===== config.mk =====
export PLATFORM = sky130hd
export DESIGN_NAME = rational_arithmetic_unit
export DESIGN_NICKNAME = d
export VERILOG_FILES = /design/src/hw/rtl/rau_pkg.sv /design/src/hw/rtl/rau_div.sv /design/src/hw/rtl/rau_dp.sv /design/src/hw/rtl/rau_ctrl.sv /design/src/hw/rtl/rational_arithmetic_unit.sv
export SDC_FILE = /design/constraint.sdc
export NUM_CORES = 2
export LEC_CHECK = 0
export BUFFER_PORTS_ARGS = -buffer_cell sky130_fd_sc_hd__buf_2
export CAP_MARGIN = 20
export CORE_ASPECT_RATIO = 1.25
export CORE_MARGIN = 3
export CORE_UTILIZATION = 55
export CTS_CLUSTER_SIZE = 8
export DETAILED_ROUTE_END_ITERATION = 8
export PLACE_DENSITY = 0.75
export SYNTH_ARGS = -nofsm -noshare
export SYNTH_HDL_FRONTEND = slang
export SYNTH_SLANG_ARGS = --single-unit

===== constraint.sdc =====
create_clock -name clk -period 9.56 [get_ports clk]
set_input_delay 2.39 -clock clk [delete_from_list [all_inputs] [get_ports clk]]
set_output_delay 2.39 -clock clk [all_outputs]
set_load 0.005 [all_outputs]

===== src/hw/rtl/rau_pkg.sv =====
// shared constants, codes and command types for the rational arithmetic unit
`default_nettype none
package rau_pkg;

  localparam int IN_W   = 72;
  localparam int OUT_W  = 72;
  localparam int RES_W  = 33;
  localparam int FIELD_W = 16;
  localparam int FUNC_W = 4;

  localparam logic [FUNC_W-1:0] FN_ADD = 4'd0;
  localparam logic [FUNC_W-1:0] FN_SUB = 4'd1;
  localparam logic [FUNC_W-1:0] FN_MUL = 4'd2;
  localparam logic [FUNC_W-1:0] FN_DIV = 4'd3;
  localparam logic [FUNC_W-1:0] FN_EQ  = 4'd4;
  localparam logic [FUNC_W-1:0] FN_GT  = 4'd5;
  localparam logic [FUNC_W-1:0] FN_LT  = 4'd6;
  localparam logic [FUNC_W-1:0] FN_GE  = 4'd7;
  localparam logic [FUNC_W-1:0] FN_LE  = 4'd8;

  localparam logic [1:0] MUL_LHS = 2'd0;
  localparam logic [1:0] MUL_RHS = 2'd1;
  localparam logic [1:0] MUL_DD  = 2'd2;
  localparam logic [1:0] MUL_NN  = 2'd3;

  localparam logic [1:0] ND_ARITH = 2'd0;
  localparam logic [1:0] ND_OPA   = 2'd1;
  localparam logic [1:0] ND_OPB   = 2'd2;

  localparam logic [1:0] DIV_XY = 2'd0;
  localparam logic [1:0] DIV_NG = 2'd1;
  localparam logic [1:0] DIV_DG = 2'd2;

  typedef struct packed {
    logic              load;
    logic [FUNC_W-1:0] func;
    logic              mul_en;
    logic [1:0]        mul_sel;
    logic              nd_en;
    logic [1:0]        nd_sel;
    logic              zero_res;
    logic              gcd_init;
    logic              gcd_step;
    logic              div_start;
    logic [1:0]        div_sel;
    logic              rn_en;
    logic              rd_en;
    logic              save_a;
    logic              err;
    logic              out_load;
  } cmd_t;

  typedef struct packed {
    logic d_zero;
    logic y_zero;
    logic div_done;
  } sts_t;

endpackage
`default_nettype wire


===== src/hw/rtl/rau_div.sv =====
// iterative signed divider, truncating quotient and remainder, one bit per cycle
`default_nettype none
module rau_div #(
  parameter int XW = 33
) (
  input  logic                 clk,
  input  logic                 rst_n,
  input  logic                 start,
  input  logic signed [XW-1:0] dividend,
  input  logic signed [XW-1:0] divisor,
  output logic                 done,
  output logic signed [XW-1:0] quo,
  output logic signed [XW-1:0] rem
);
  localparam int CW = $clog2(XW + 1);

  logic          busy_r, done_r;
  logic [CW-1:0] cnt_r;
  logic [XW-1:0] quo_r, rem_r, bmag_r;
  logic          neg_q_r, neg_r_r;
  logic [XW-1:0] amag, bmag;
  logic [XW:0]   trial, diff;
  logic          ge;

  assign amag  = dividend[XW-1] ? (~dividend + 1'b1) : dividend;
  assign bmag  = divisor[XW-1] ? (~divisor + 1'b1) : divisor;
  assign trial = {rem_r, quo_r[XW-1]};
  assign diff  = trial - {1'b0, bmag_r};
  assign ge    = trial >= {1'b0, bmag_r};

  always_ff @(posedge clk) begin
    if (!rst_n) begin
      busy_r <= 1'b0;
      done_r <= 1'b0;
      cnt_r  <= '0;
    end else begin
      done_r <= 1'b0;
      if (start) begin
        busy_r <= 1'b1;
        cnt_r  <= CW'(XW - 1);
      end else if (busy_r) begin
        if (cnt_r == '0) begin
          busy_r <= 1'b0;
          done_r <= 1'b1;
        end else begin
          cnt_r <= cnt_r - 1'b1;
        end
      end
    end
  end

  always_ff @(posedge clk) begin
    if (start) begin
      quo_r   <= amag;
      rem_r   <= '0;
      bmag_r  <= bmag;
      neg_q_r <= dividend[XW-1] ^ divisor[XW-1];
      neg_r_r <= dividend[XW-1];
    end else if (busy_r) begin
      quo_r <= {quo_r[XW-2:0], ge};
      rem_r <= ge ? diff[XW-1:0] : trial[XW-1:0];
    end
  end

  assign done = done_r;
  assign quo  = $signed(neg_q_r ? (~quo_r + 1'b1) : quo_r);
  assign rem  = $signed(neg_r_r ? (~rem_r + 1'b1) : rem_r);

endmodule
`default_nettype wire


===== src/hw/rtl/rau_dp.sv =====
// datapath: operand registers, shared multiplier, reduction registers and result register
`default_nettype none
module rau_dp #(
  parameter int W = 16
) (
  input  logic                      clk,
  input  logic                      rst_n,
  input  rau_pkg::cmd_t             cmd,
  input  logic [rau_pkg::IN_W-1:0]  in_data,
  output rau_pkg::sts_t             sts,
  output logic [rau_pkg::OUT_W-1:0] out_data
);
  import rau_pkg::*;

  localparam int PW = 2 * W;
  localparam int XW = 2 * W + 1;

  logic signed [W-1:0]  an_r, ad_r, bn_r, bd_r;
  logic signed [PW-1:0] lhs_r, rhs_r, dd_r, nn_r;
  logic signed [XW-1:0] n_r, d_r, x_r, y_r, rn_r, rd_r, an_red_r, ad_red_r;
  logic [OUT_W-1:0]     out_r;

  logic signed [W-1:0]  mul_a, mul_b;
  logic signed [PW-1:0] prod;
  logic signed [XW-1:0] nc, dc, div_a, div_b, quo, rem;
  logic                 flip, div_done, cmp;
  logic [RES_W-1:0]     res_num, res_den;

  always_ff @(posedge clk) begin
    if (cmd.load) begin
      an_r <= W'(in_data[FUNC_W +: FIELD_W]);
      ad_r <= W'(in_data[FUNC_W + FIELD_W +: FIELD_W]);
      bn_r <= W'(in_data[FUNC_W + 2*FIELD_W +: FIELD_W]);
      bd_r <= W'(in_data[FUNC_W + 3*FIELD_W +: FIELD_W]);
    end
  end

  always_comb begin
    case (cmd.mul_sel)
      MUL_LHS: begin mul_a = an_r; mul_b = bd_r; end
      MUL_RHS: begin mul_a = ad_r; mul_b = bn_r; end
      MUL_DD:  begin mul_a = ad_r; mul_b = bd_r; end
      default: begin mul_a = an_r; mul_b = bn_r; end
    endcase
  end

  assign prod = mul_a * mul_b;

  always_ff @(posedge clk) begin
    if (cmd.mul_en) begin
      case (cmd.mul_sel)
        MUL_LHS: lhs_r <= prod;
        MUL_RHS: rhs_r <= prod;
        MUL_DD:  dd_r  <= prod;
        default: nn_r  <= prod;
      endcase
    end
  end

  always_comb begin
    case (cmd.nd_sel)
      ND_ARITH: begin
        case (cmd.func)
          FN_ADD:  nc = XW'(lhs_r) + XW'(rhs_r);
          FN_SUB:  nc = XW'(lhs_r) - XW'(rhs_r);
          FN_MUL:  nc = XW'(nn_r);
          default: nc = XW'(lhs_r);
        endcase
        dc = (cmd.func == FN_DIV) ? XW'(rhs_r) : XW'(dd_r);
      end
      ND_OPB: begin
        nc = XW'(bn_r);
        dc = XW'(bd_r);
      end
      default: begin
        nc = XW'(an_r);
        dc = XW'(ad_r);
      end
    endcase
  end

  assign flip = (nc > 0) && (dc < 0);

  always_comb begin
    case (cmd.div_sel)
      DIV_XY:  begin div_a = x_r; div_b = y_r; end
      DIV_NG:  begin div_a = n_r; div_b = x_r; end
      default: begin div_a = d_r; div_b = x_r; end
    endcase
  end

  rau_div #(.XW(XW)) u_div (
    .clk      (clk),
    .rst_n    (rst_n),
    .start    (cmd.div_start),
    .dividend (div_a),
    .divisor  (div_b),
    .done     (div_done),
    .quo      (quo),
    .rem      (rem)
  );

  always_ff @(posedge clk) begin
    if (cmd.nd_en) begin
      n_r <= flip ? -nc : nc;
      d_r <= flip ? -dc : dc;
    end
    if (cmd.gcd_init) begin
      x_r <= n_r;
      y_r <= d_r;
    end else if (cmd.gcd_step) begin
      x_r <= y_r;
      y_r <= rem;
    end
    if (cmd.zero_res) begin
      rn_r <= '0;
      rd_r <= '0;
    end else begin
      if (cmd.rn_en) rn_r <= quo;
      if (cmd.rd_en) rd_r <= quo;
    end
    if (cmd.save_a) begin
      an_red_r <= rn_r;
      ad_red_r <= rd_r;
    end
  end

  always_comb begin
    case (cmd.func)
      FN_EQ:   cmp = (an_red_r == rn_r) && (ad_red_r == rd_r);
      FN_GT:   cmp = lhs_r > rhs_r;
      FN_LT:   cmp = lhs_r < rhs_r;
      FN_GE:   cmp = lhs_r >= rhs_r;
      FN_LE:   cmp = lhs_r <= rhs_r;
      default: cmp = 1'b0;
    endcase
  end

  assign res_num = (cmd.func inside {[FN_ADD:FN_DIV]}) ? RES_W'(rn_r) : '0;
  assign res_den = (cmd.func inside {[FN_ADD:FN_DIV]}) ? RES_W'(rd_r) : '0;

  always_ff @(posedge clk) begin
    if (cmd.out_load) begin
      out_r <= OUT_W'({cmd.err, cmp, res_den, res_num});
    end
  end

  assign sts.d_zero   = (d_r == '0);
  assign sts.y_zero   = (y_r == '0);
  assign sts.div_done = div_done;
  assign out_data     = out_r;

endmodule
`default_nettype wire


===== src/hw/rtl/rau_ctrl.sv =====
// controller state machine sequencing products, gcd loop, divisions and result hand-off
`default_nettype none
module rau_ctrl (
  input  logic                       clk,
  input  logic                       rst_n,
  input  logic                       in_tvalid,
  output logic                       in_tready,
  input  logic [rau_pkg::FUNC_W-1:0] in_func,
  output logic                       out_tvalid,
  input  logic                       out_tready,
  output rau_pkg::cmd_t              cmd,
  input  rau_pkg::sts_t              sts
);
  import rau_pkg::*;

  localparam logic [3:0] S_IDLE  = 4'd0;
  localparam logic [3:0] S_MUL0  = 4'd1;
  localparam logic [3:0] S_MUL1  = 4'd2;
  localparam logic [3:0] S_MUL2  = 4'd3;
  localparam logic [3:0] S_MUL3  = 4'd4;
  localparam logic [3:0] S_DISP  = 4'd5;
  localparam logic [3:0] S_RCHK  = 4'd6;
  localparam logic [3:0] S_GTEST = 4'd7;
  localparam logic [3:0] S_WXY   = 4'd8;
  localparam logic [3:0] S_WNG   = 4'd9;
  localparam logic [3:0] S_WDG   = 4'd10;
  localparam logic [3:0] S_RDONE = 4'd11;
  localparam logic [3:0] S_DONE  = 4'd12;

  logic [3:0]        state_r, state_nxt;
  logic [FUNC_W-1:0] func_r, func_nxt;
  logic              pass_b_r, pass_b_nxt;
  logic              err_r, err_nxt;
  logic              out_valid_r, out_valid_nxt;

  always_comb begin
    state_nxt  = state_r;
    func_nxt   = func_r;
    pass_b_nxt = pass_b_r;
    err_nxt    = err_r;
    cmd        = '0;
    cmd.func   = func_r;
    cmd.err    = err_r;
    case (state_r)
      S_IDLE: begin
        if (in_tvalid) begin
          cmd.load  = 1'b1;
          func_nxt  = in_func;
          err_nxt   = 1'b0;
          state_nxt = S_MUL0;
        end
      end
      S_MUL0: begin
        cmd.mul_en = 1'b1; cmd.mul_sel = MUL_LHS; state_nxt = S_MUL1;
      end
      S_MUL1: begin
        cmd.mul_en = 1'b1; cmd.mul_sel = MUL_RHS; state_nxt = S_MUL2;
      end
      S_MUL2: begin
        cmd.mul_en = 1'b1; cmd.mul_sel = MUL_DD; state_nxt = S_MUL3;
      end
      S_MUL3: begin
        cmd.mul_en = 1'b1; cmd.mul_sel = MUL_NN; state_nxt = S_DISP;
      end
      S_DISP: begin
        pass_b_nxt = 1'b0;
        if (func_r inside {[FN_ADD:FN_DIV]}) begin
          cmd.nd_en = 1'b1; cmd.nd_sel = ND_ARITH; state_nxt = S_RCHK;
        end else if (func_r == FN_EQ) begin
          cmd.nd_en = 1'b1; cmd.nd_sel = ND_OPA; state_nxt = S_RCHK;
        end else begin
          state_nxt = S_DONE;
        end
      end
      S_RCHK: begin
        if (sts.d_zero) begin
          cmd.zero_res = 1'b1;
          err_nxt      = (func_r inside {[FN_ADD:FN_DIV]});
          state_nxt    = S_RDONE;
        end else begin
          cmd.gcd_init = 1'b1;
          state_nxt    = S_GTEST;
        end
      end
      S_GTEST: begin
        cmd.div_start = 1'b1;
        if (sts.y_zero) begin
          cmd.div_sel = DIV_NG; state_nxt = S_WNG;
        end else begin
          cmd.div_sel = DIV_XY; state_nxt = S_WXY;
        end
      end
      S_WXY: begin
        cmd.div_sel = DIV_XY;
        if (sts.div_done) begin
          cmd.gcd_step = 1'b1; state_nxt = S_GTEST;
        end
      end
      S_WNG: begin
        cmd.div_sel = DIV_NG;
        if (sts.div_done) begin
          cmd.rn_en     = 1'b1;
          cmd.div_start = 1'b1;
          cmd.div_sel   = DIV_DG;
          state_nxt     = S_WDG;
        end
      end
      S_WDG: begin
        cmd.div_sel = DIV_DG;
        if (sts.div_done) begin
          cmd.rd_en = 1'b1; state_nxt = S_RDONE;
        end
      end
      S_RDONE: begin
        if ((func_r == FN_EQ) && !pass_b_r) begin
          cmd.save_a = 1'b1;
          cmd.nd_en  = 1'b1;
          cmd.nd_sel = ND_OPB;
          pass_b_nxt = 1'b1;
          state_nxt  = S_RCHK;
        end else begin
          state_nxt = S_DONE;
        end
      end
      S_DONE: begin
        if (!out_valid_r || out_tready) begin
          cmd.out_load = 1'b1; state_nxt = S_IDLE;
        end
      end
      default: state_nxt = S_IDLE;
    endcase
  end

  always_comb begin
    if (cmd.out_load) out_valid_nxt = 1'b1;
    else if (out_tready) out_valid_nxt = 1'b0;
    else out_valid_nxt = out_valid_r;
  end

  always_ff @(posedge clk) begin
    if (!rst_n) begin
      state_r     <= S_IDLE;
      func_r      <= '0;
      pass_b_r    <= 1'b0;
      err_r       <= 1'b0;
      out_valid_r <= 1'b0;
    end else begin
      state_r     <= state_nxt;
      func_r      <= func_nxt;
      pass_b_r    <= pass_b_nxt;
      err_r       <= err_nxt;
      out_valid_r <= out_valid_nxt;
    end
  end

  assign in_tready  = (state_r == S_IDLE);
  assign out_tvalid = out_valid_r;

  // result register is only overwritten once the previous result has gone
  a_load_free: assert property (@(posedge clk) disable iff (!rst_n)
    cmd.out_load |-> (!out_valid_r || out_tready))
    else $error("result overwritten while pending");

  // divider completions only arrive while waiting on one
  a_done_wait: assert property (@(posedge clk) disable iff (!rst_n)
    sts.div_done |-> (state_r == S_WXY || state_r == S_WNG || state_r == S_WDG))
    else $error("unexpected divider completion");

  // error only raised for arithmetic requests
  a_err_arith: assert property (@(posedge clk) disable iff (!rst_n)
    err_r |-> (func_r == FN_ADD || func_r == FN_SUB || func_r == FN_MUL || func_r == FN_DIV))
    else $error("error flag on comparison");

  // gcd starts only from a nonzero denominator
  a_gcd_nz: assert property (@(posedge clk) disable iff (!rst_n)
    cmd.gcd_init |=> !sts.y_zero)
    else $error("gcd started with zero denominator");

endmodule
`default_nettype wire


===== src/hw/rtl/rational_arithmetic_unit.sv =====
// top level: rational add, subtract, multiply, divide and compare with gcd reduction
//
//  channel | direction | tdata fields (low bit up)
//  in_     | slave     | func[3:0] a_num[19:4] a_den[35:20] b_num[51:36] b_den[67:52]
//  out_    | master    | res_num[32:0] res_den[65:33] compare_true[66] div_error[67]
//
// one request at a time; in_tready is high only while idle
// comparisons: four products and the dispatch state, then the result is loaded
// once the output register is free; arithmetic and equality also run the gcd loop,
// one division per remainder step of the shared divider, then two more divisions
// of numerator and denominator by the gcd (equality reduces each operand in turn)
// a finished result waits in the output register while the next request is taken
// synchronous active-low reset clears control state only
`default_nettype none
module rational_arithmetic_unit #(
  parameter int OPERAND_WIDTH = 16
) (
  input  logic                      clk,
  input  logic                      rst_n,
  input  logic                      in_tvalid,
  output logic                      in_tready,
  input  logic [rau_pkg::IN_W-1:0]  in_tdata,   // func, a_num, a_den, b_num, b_den
  output logic                      out_tvalid,
  input  logic                      out_tready,
  output logic [rau_pkg::OUT_W-1:0] out_tdata   // res_num, res_den, compare_true, div_error
);
  import rau_pkg::*;

  cmd_t cmd;
  sts_t sts;

  rau_ctrl u_ctrl (
    .clk        (clk),
    .rst_n      (rst_n),
    .in_tvalid  (in_tvalid),
    .in_tready  (in_tready),
    .in_func    (in_tdata[FUNC_W-1:0]),
    .out_tvalid (out_tvalid),
    .out_tready (out_tready),
    .cmd        (cmd),
    .sts        (sts)
  );

  rau_dp #(.W(OPERAND_WIDTH)) u_dp (
    .clk      (clk),
    .rst_n    (rst_n),
    .cmd      (cmd),
    .in_data  (in_tdata),
    .sts      (sts),
    .out_data (out_tdata)
  );

endmodule
`default_nettype wire


# Yosys cells after proc, flatten, opt, wreduce, memory -nomap -nowiden
# Cells that the tools add are included.
dict set report word_totals {
  reg_bits 644
  word_cells 200
  inputBits 76
  output_inout_bits 74
}
dict set report classes {
  reduce_logical 35
  n_lt_le_gt_ge 9
  eq_ne 34
  bitwise_logic 9
  multipliers 1
  add_sub_neg 10
  n_mux 69
}
# operator n
set ops {}
lappend ops {{33-bit 2-to-1 mux} 14}
lappend ops {{33-bit one-hot mux with 2 select lines} 3}
lappend ops {{33-bit by 1-bit adder with 33-bit output, second input constant} 4}
lappend ops {{33-bit inverter} 4}
lappend ops {{33-bit one-hot mux with 3 select lines} 1}
lappend ops {{33-bit == test} 2}
lappend ops {{33-bit zero test} 2}
lappend ops {{33-bit negator} 2}
lappend ops {{4-bit one-hot mux with 13 select lines} 1}
lappend ops {{4-bit 2-to-1 mux} 10}
lappend ops {{34-bit by 33-bit >= comparator with 1-bit output} 1}
lappend ops {{32-bit by 32-bit adder with 33-bit output} 1}
lappend ops {{33-bit by 1-bit greater-than comparator with 1-bit output, second input constant} 1}
lappend ops {{33-bit by 1-bit less-than comparator with 1-bit output, second input constant} 1}
lappend ops {{32-bit by 32-bit subtractor with 33-bit output} 1}
lappend ops {{33-bit subtractor} 1}
lappend ops {{4-bit by 3-bit == test with 1-bit output, second input constant} 8}
lappend ops {{32-bit >= comparator} 1}
lappend ops {{32-bit greater-than comparator} 1}
lappend ops {{32-bit <= comparator} 1}
lappend ops {{32-bit less-than comparator} 1}
lappend ops {{16-bit by 16-bit multiplier with 32-bit output} 1}
lappend ops {{16-bit 2-to-1 mux} 2}
lappend ops {{32-bit 2-to-1 mux} 1}
lappend ops {{33 further kinds} 102}

# Longest topological paths before layout
dict set report logic_depth {
  word_depth 9
  mapped_depth 36
  depth_no_buf 30
}

# By module
# A second synthesis with hierarchy kept.
dict set report hier_totals {
  cells_unflattened 4624
  area_unflattened_um2 46510.9
}
# module instances cells_each area_per_inst_um2 seq_area_each_um2
set by_module_without_submodules {}
lappend by_module_without_submodules {rau_dp 1 3472 36890.4 15074.5}
lappend by_module_without_submodules {rau_div 1 1032 8738.4 2862.7}
lappend by_module_without_submodules {rau_ctrl 1 120 882.1 220.2}

# Worst setup path before layout
# Ideal clock, no wire load.
dict set report synth_timing {
  path_type {register to register}
  startpoint {register u_ctrl.state_r[1]}
  endpoint {register u_dp.dd_r[28] (data pin)}
  path_stages_with_launch 34
  t_arrival_ns 10.331
  setup_slack_ns -1.041
  path_buffers 6
  cell_sequence {dfxtp_1 > buf_2 > clkbuf_1 > buf_1 > nand2_1 > nor3_1 > nor2_1 > ha_1 > clkbuf_1 > buf_1 > mux2_2 > clkbuf_1 > nand2_1 > fa_1 > fa_1 > inv_1 > fa_1 > fa_1 > fa_1 > inv_1 > fa_1 > inv_1 > ha_1 > a21oi_1 > a21boi_0 > o21a_1 > o21a_1 > o211ai_1 > o211ai_1 > o311a_1 > a311oi_1 > o21bai_1 > a21o_1 > xor2_1}
}
dict set report synth_via {
  elab_chain_len 6
  elab_cells_between_ends 13
  classes_between {1 x mul; 6 x eq/ne; 3 x mux; 3 x reduce/logical}
}
# element line_no
set synth_lines {}
lappend synth_lines {{start, declared} rau_ctrl.sv:30} ;# logic [3:0] state_r, state_nxt;
lappend synth_lines {{start signal, assigned} rau_ctrl.sv:148} ;# state_r <= state_nxt;
lappend synth_lines {{4-bit by 3-bit == test with 1-bit output, or another cell as far along} rau_ctrl.sv:44} ;# case (state_r)
lappend synth_lines {{3-bit one-hot mux with 4 select lines *} rau_ctrl.sv:44}
lappend synth_lines {{2-bit by 1-bit == test with 1-bit output, or another cell as far along} rau_dp.sv:39} ;# case (cmd.mul_sel)
lappend synth_lines {{2-bit OR reduction (no line)} n/a}
lappend synth_lines {{16-bit 2-to-1 mux} rau_dp.sv:39}
lappend synth_lines {{16-bit by 16-bit multiplier with 32-bit output *} rau_dp.sv:47} ;# assign prod = mul_a * mul_b;
lappend synth_lines {{named net u_dp.prod[28]} rau_dp.sv:24} ;# logic signed [PW-1:0] prod;
lappend synth_lines {{end signal, assigned} rau_dp.sv:54} ;# MUL_DD: dd_r <= prod;
lappend synth_lines {{end, declared} rau_dp.sv:19} ;# logic signed [PW-1:0] lhs_r, rhs_r, dd_r, nn_r;
# The timed path passes the listed nets; every way through them passes the cells marked *.
# A chain may end at the register's enable or synchronous reset.

# Worst setup path after layout
dict set report layout_timing {
  startpoint {register u_ctrl.state_r[0]}
  endpoint {register u_dp.dd_r[30] (data pin)}
}
# The elaborated chain is that of the path after synthesis.

==> results.txt <==
Hold buffers post-CTS -> 0
Max Fclk -> 0.113 GHz
Post-route ant nets -> 0
Rows -> 118
GPL Wtd Cong -> 1.09
Delay-heaviest family, CP -> adder cells
Slew HR -> 17.8%
DR vias -> 37206
Worst Path Max Fanout -> 13
Sequential area share after synthesis -> 39.0%
CP required -> 10.00 ns
Commonest non-fill, non-tap cell in the layout -> edfxtp_1
Iteration-0 DRC Markers -> 3414
Die Width -> 266 um
Fillcell total -> 6866
Initial antenna violation count -> 6
Worst path slowest cell -> mux2_1
Die ar. -> 88100 um^2
Io pins -> 150
DRT Wirelength -> 145000 um
Status -> finished, final reports clean
Worst hold path class -> register to register
Cell variety after synth -> 95
Tightest Pin Transition -> 1.23 ns
H-Tree Depth -> 3
CP startpoint kind -> register
Vias in the first global route -> 36629
Crit path top cell by count -> fa_1
Hold Vio Cnt, Final -> 0
Multi-input logic area -> 26000 um^2
Max reg flops -> 68
Setup TNS -> 0 ns
WP buf/inv -> 5
EDFF count, synth -> 526
RSZ-0062 raised after global routing -> false
Mapped Area -> 46500 um^2
CTS buffer count -> 91
Area of the core -> 83300 um^2
Share of layout cells above drive strength 1 -> 9.27%
Final worst-path cycle share -> 92.8%
Vias per Instance -> 6.22
Seq cells post-synth -> 644
Longest Clk Path Bufs -> 3
Port Buffers -> 141
Sequential standard cell area -> 18200 um^2
CTS root buf -> clkbuf_16
Starting Density -> 55.8%
Slowest cell delay on critical path -> 0.62 ns
Synth top area share -> 34.0%
# resized after CTS -> 0
Layout area overhead -> 10.2%
Largest net degree at the start of global routing -> 86
Clock Skew -> 0.0738 ns
CP Class -> register to register
Total grt overflow -> 0
Postcts setup bufs -> 0
Final Setup Violations -> 0
Mapped Cells -> 4729
Min Tclk post-route -> 8.88 ns
Cell taking the most area after synthesis -> edfxtp_1
Post-DP HPWL -> 112000 um
Commonest register cell after synthesis -> edfxtp_1
Nets -> 5355
Element type at the critical path end -> register
Syn_area_per_cell -> 9.83 um^2
DRC violations left -> 0
First-pass GRT wire length -> 217000 um
Max-cap violation count -> 0
CTS tree -> built
Arr. time, crit path -> 9.32 ns
Total track usage -> 32.6%
Ys async rst share -> 0%
Clock Sinks -> 644
Clock Latency Late Sink -> 0.70 ns
DRT Pass-1 Iters -> 6
Clk slew on worst S/H paths -> 0.05 ns
Synth area leaders -> edfxtp_1, fa_1, ha_1
WL/cell -> 24.3 um
Pins Over Slew Limit -> 0
Ys Warns -> 0
Highest-count cells in the layout ignoring fill and taps -> edfxtp_1, nand2_1, nor2_1, inv_1, a21oi_1
Chip height -> 331 um
==> per-stage QoR <==
step / setup slack (ns) / instances / utilization [%] / instance area [um^2] / hold slack [ns]
after floorplan: 0.122 / 4732 / - / 46500 / 0.408
after CTS: 0.838 / 5976 / 61.5 / 51200 / 0.502
after detailed placement: 0.843 / 5810 / 58.2 / 48500 / 0.484
final: 0.684 / 5981 / 61.5 / 51200 / 0.497
after global placement: 0.963 / 5809 / 58.2 / 48500 / 0.482
after global routing: 0.311 / 5977 / 61.5 / 51200 / 0.515
==> cell families after synthesis <==
| kind of cell | count (synthesis) | share of synthesized area [%] |
|---|---|---|
| and+or+nand+nor | 1447 | 14.6 |
| muxes | 166 | 3.74 |
| adders and majority gates | 456 | 16.5 |
| AOI/OAI and AO/OA | 1023 | 14.4 |
| other | 1 | 0.00806 |
| xor gates and xnor gates | 325 | 6.12 |
| DFF | 644 | 39.0 |
| buffers and inverters | 667 | 5.50 |
==> routing by layer <==
| metal | GRT usage [%] | vias to the layer above | part of all wire, % |
|---|---|---|---|
| li1 | - | 16862 | - |
| met1 | 36.1 | 18060 | 35 |
| met2 | 55.8 | 1710 | 48 |
| met3 | 5.27 | 574 | 7.0 |
| met4 | 25.9 | 0 | 9.3 |
| met5 | 0 | - | 0 |
==> worst paths after layout <==
path,end,from,depth (start not counted),slack (ns)
worst max-delay path,u_dp.dd_r[30],u_ctrl.state_r[0],29,0.68
worst min-delay path,u_dp.ad_red_r[26],u_dp.rd_r[26],0,0.50
worst max register to register,u_dp.dd_r[30],u_ctrl.state_r[0],29,0.68
worst min register to register,u_dp.ad_red_r[26],u_dp.rd_r[26],0,0.50
==> layout make-up <==
| class | instances | area share [%] |
|---|---|---|
| Clock buffer | 156 | 4.92 |
| Multi-Input combinational cell | 3421 | 50.6 |
| Antenna cell | 5 | 0.0244 |
| Tap cell | 1080 | 2.64 |
| Inverter | 440 | 3.23 |
| Clock inverter | 10 | 0.464 |
| Sequential cell | 644 | 35.4 |
| Timing Repair Buffer | 225 | 2.66 |
==> cells in the mapped netlist (all sizes together) (118+ instances only) <==
cell type  number
dfxtp         118
ha            191
xor2          149
inv           436
o21ai         224
edfxtp        526
a21oi         285
nand2         460
nor2          441
clkbuf        175
xnor2         176
fa            265
Power is not shown: default switching activity piles up to over one toggle a cycle in this logic, so the estimate is an artifact.
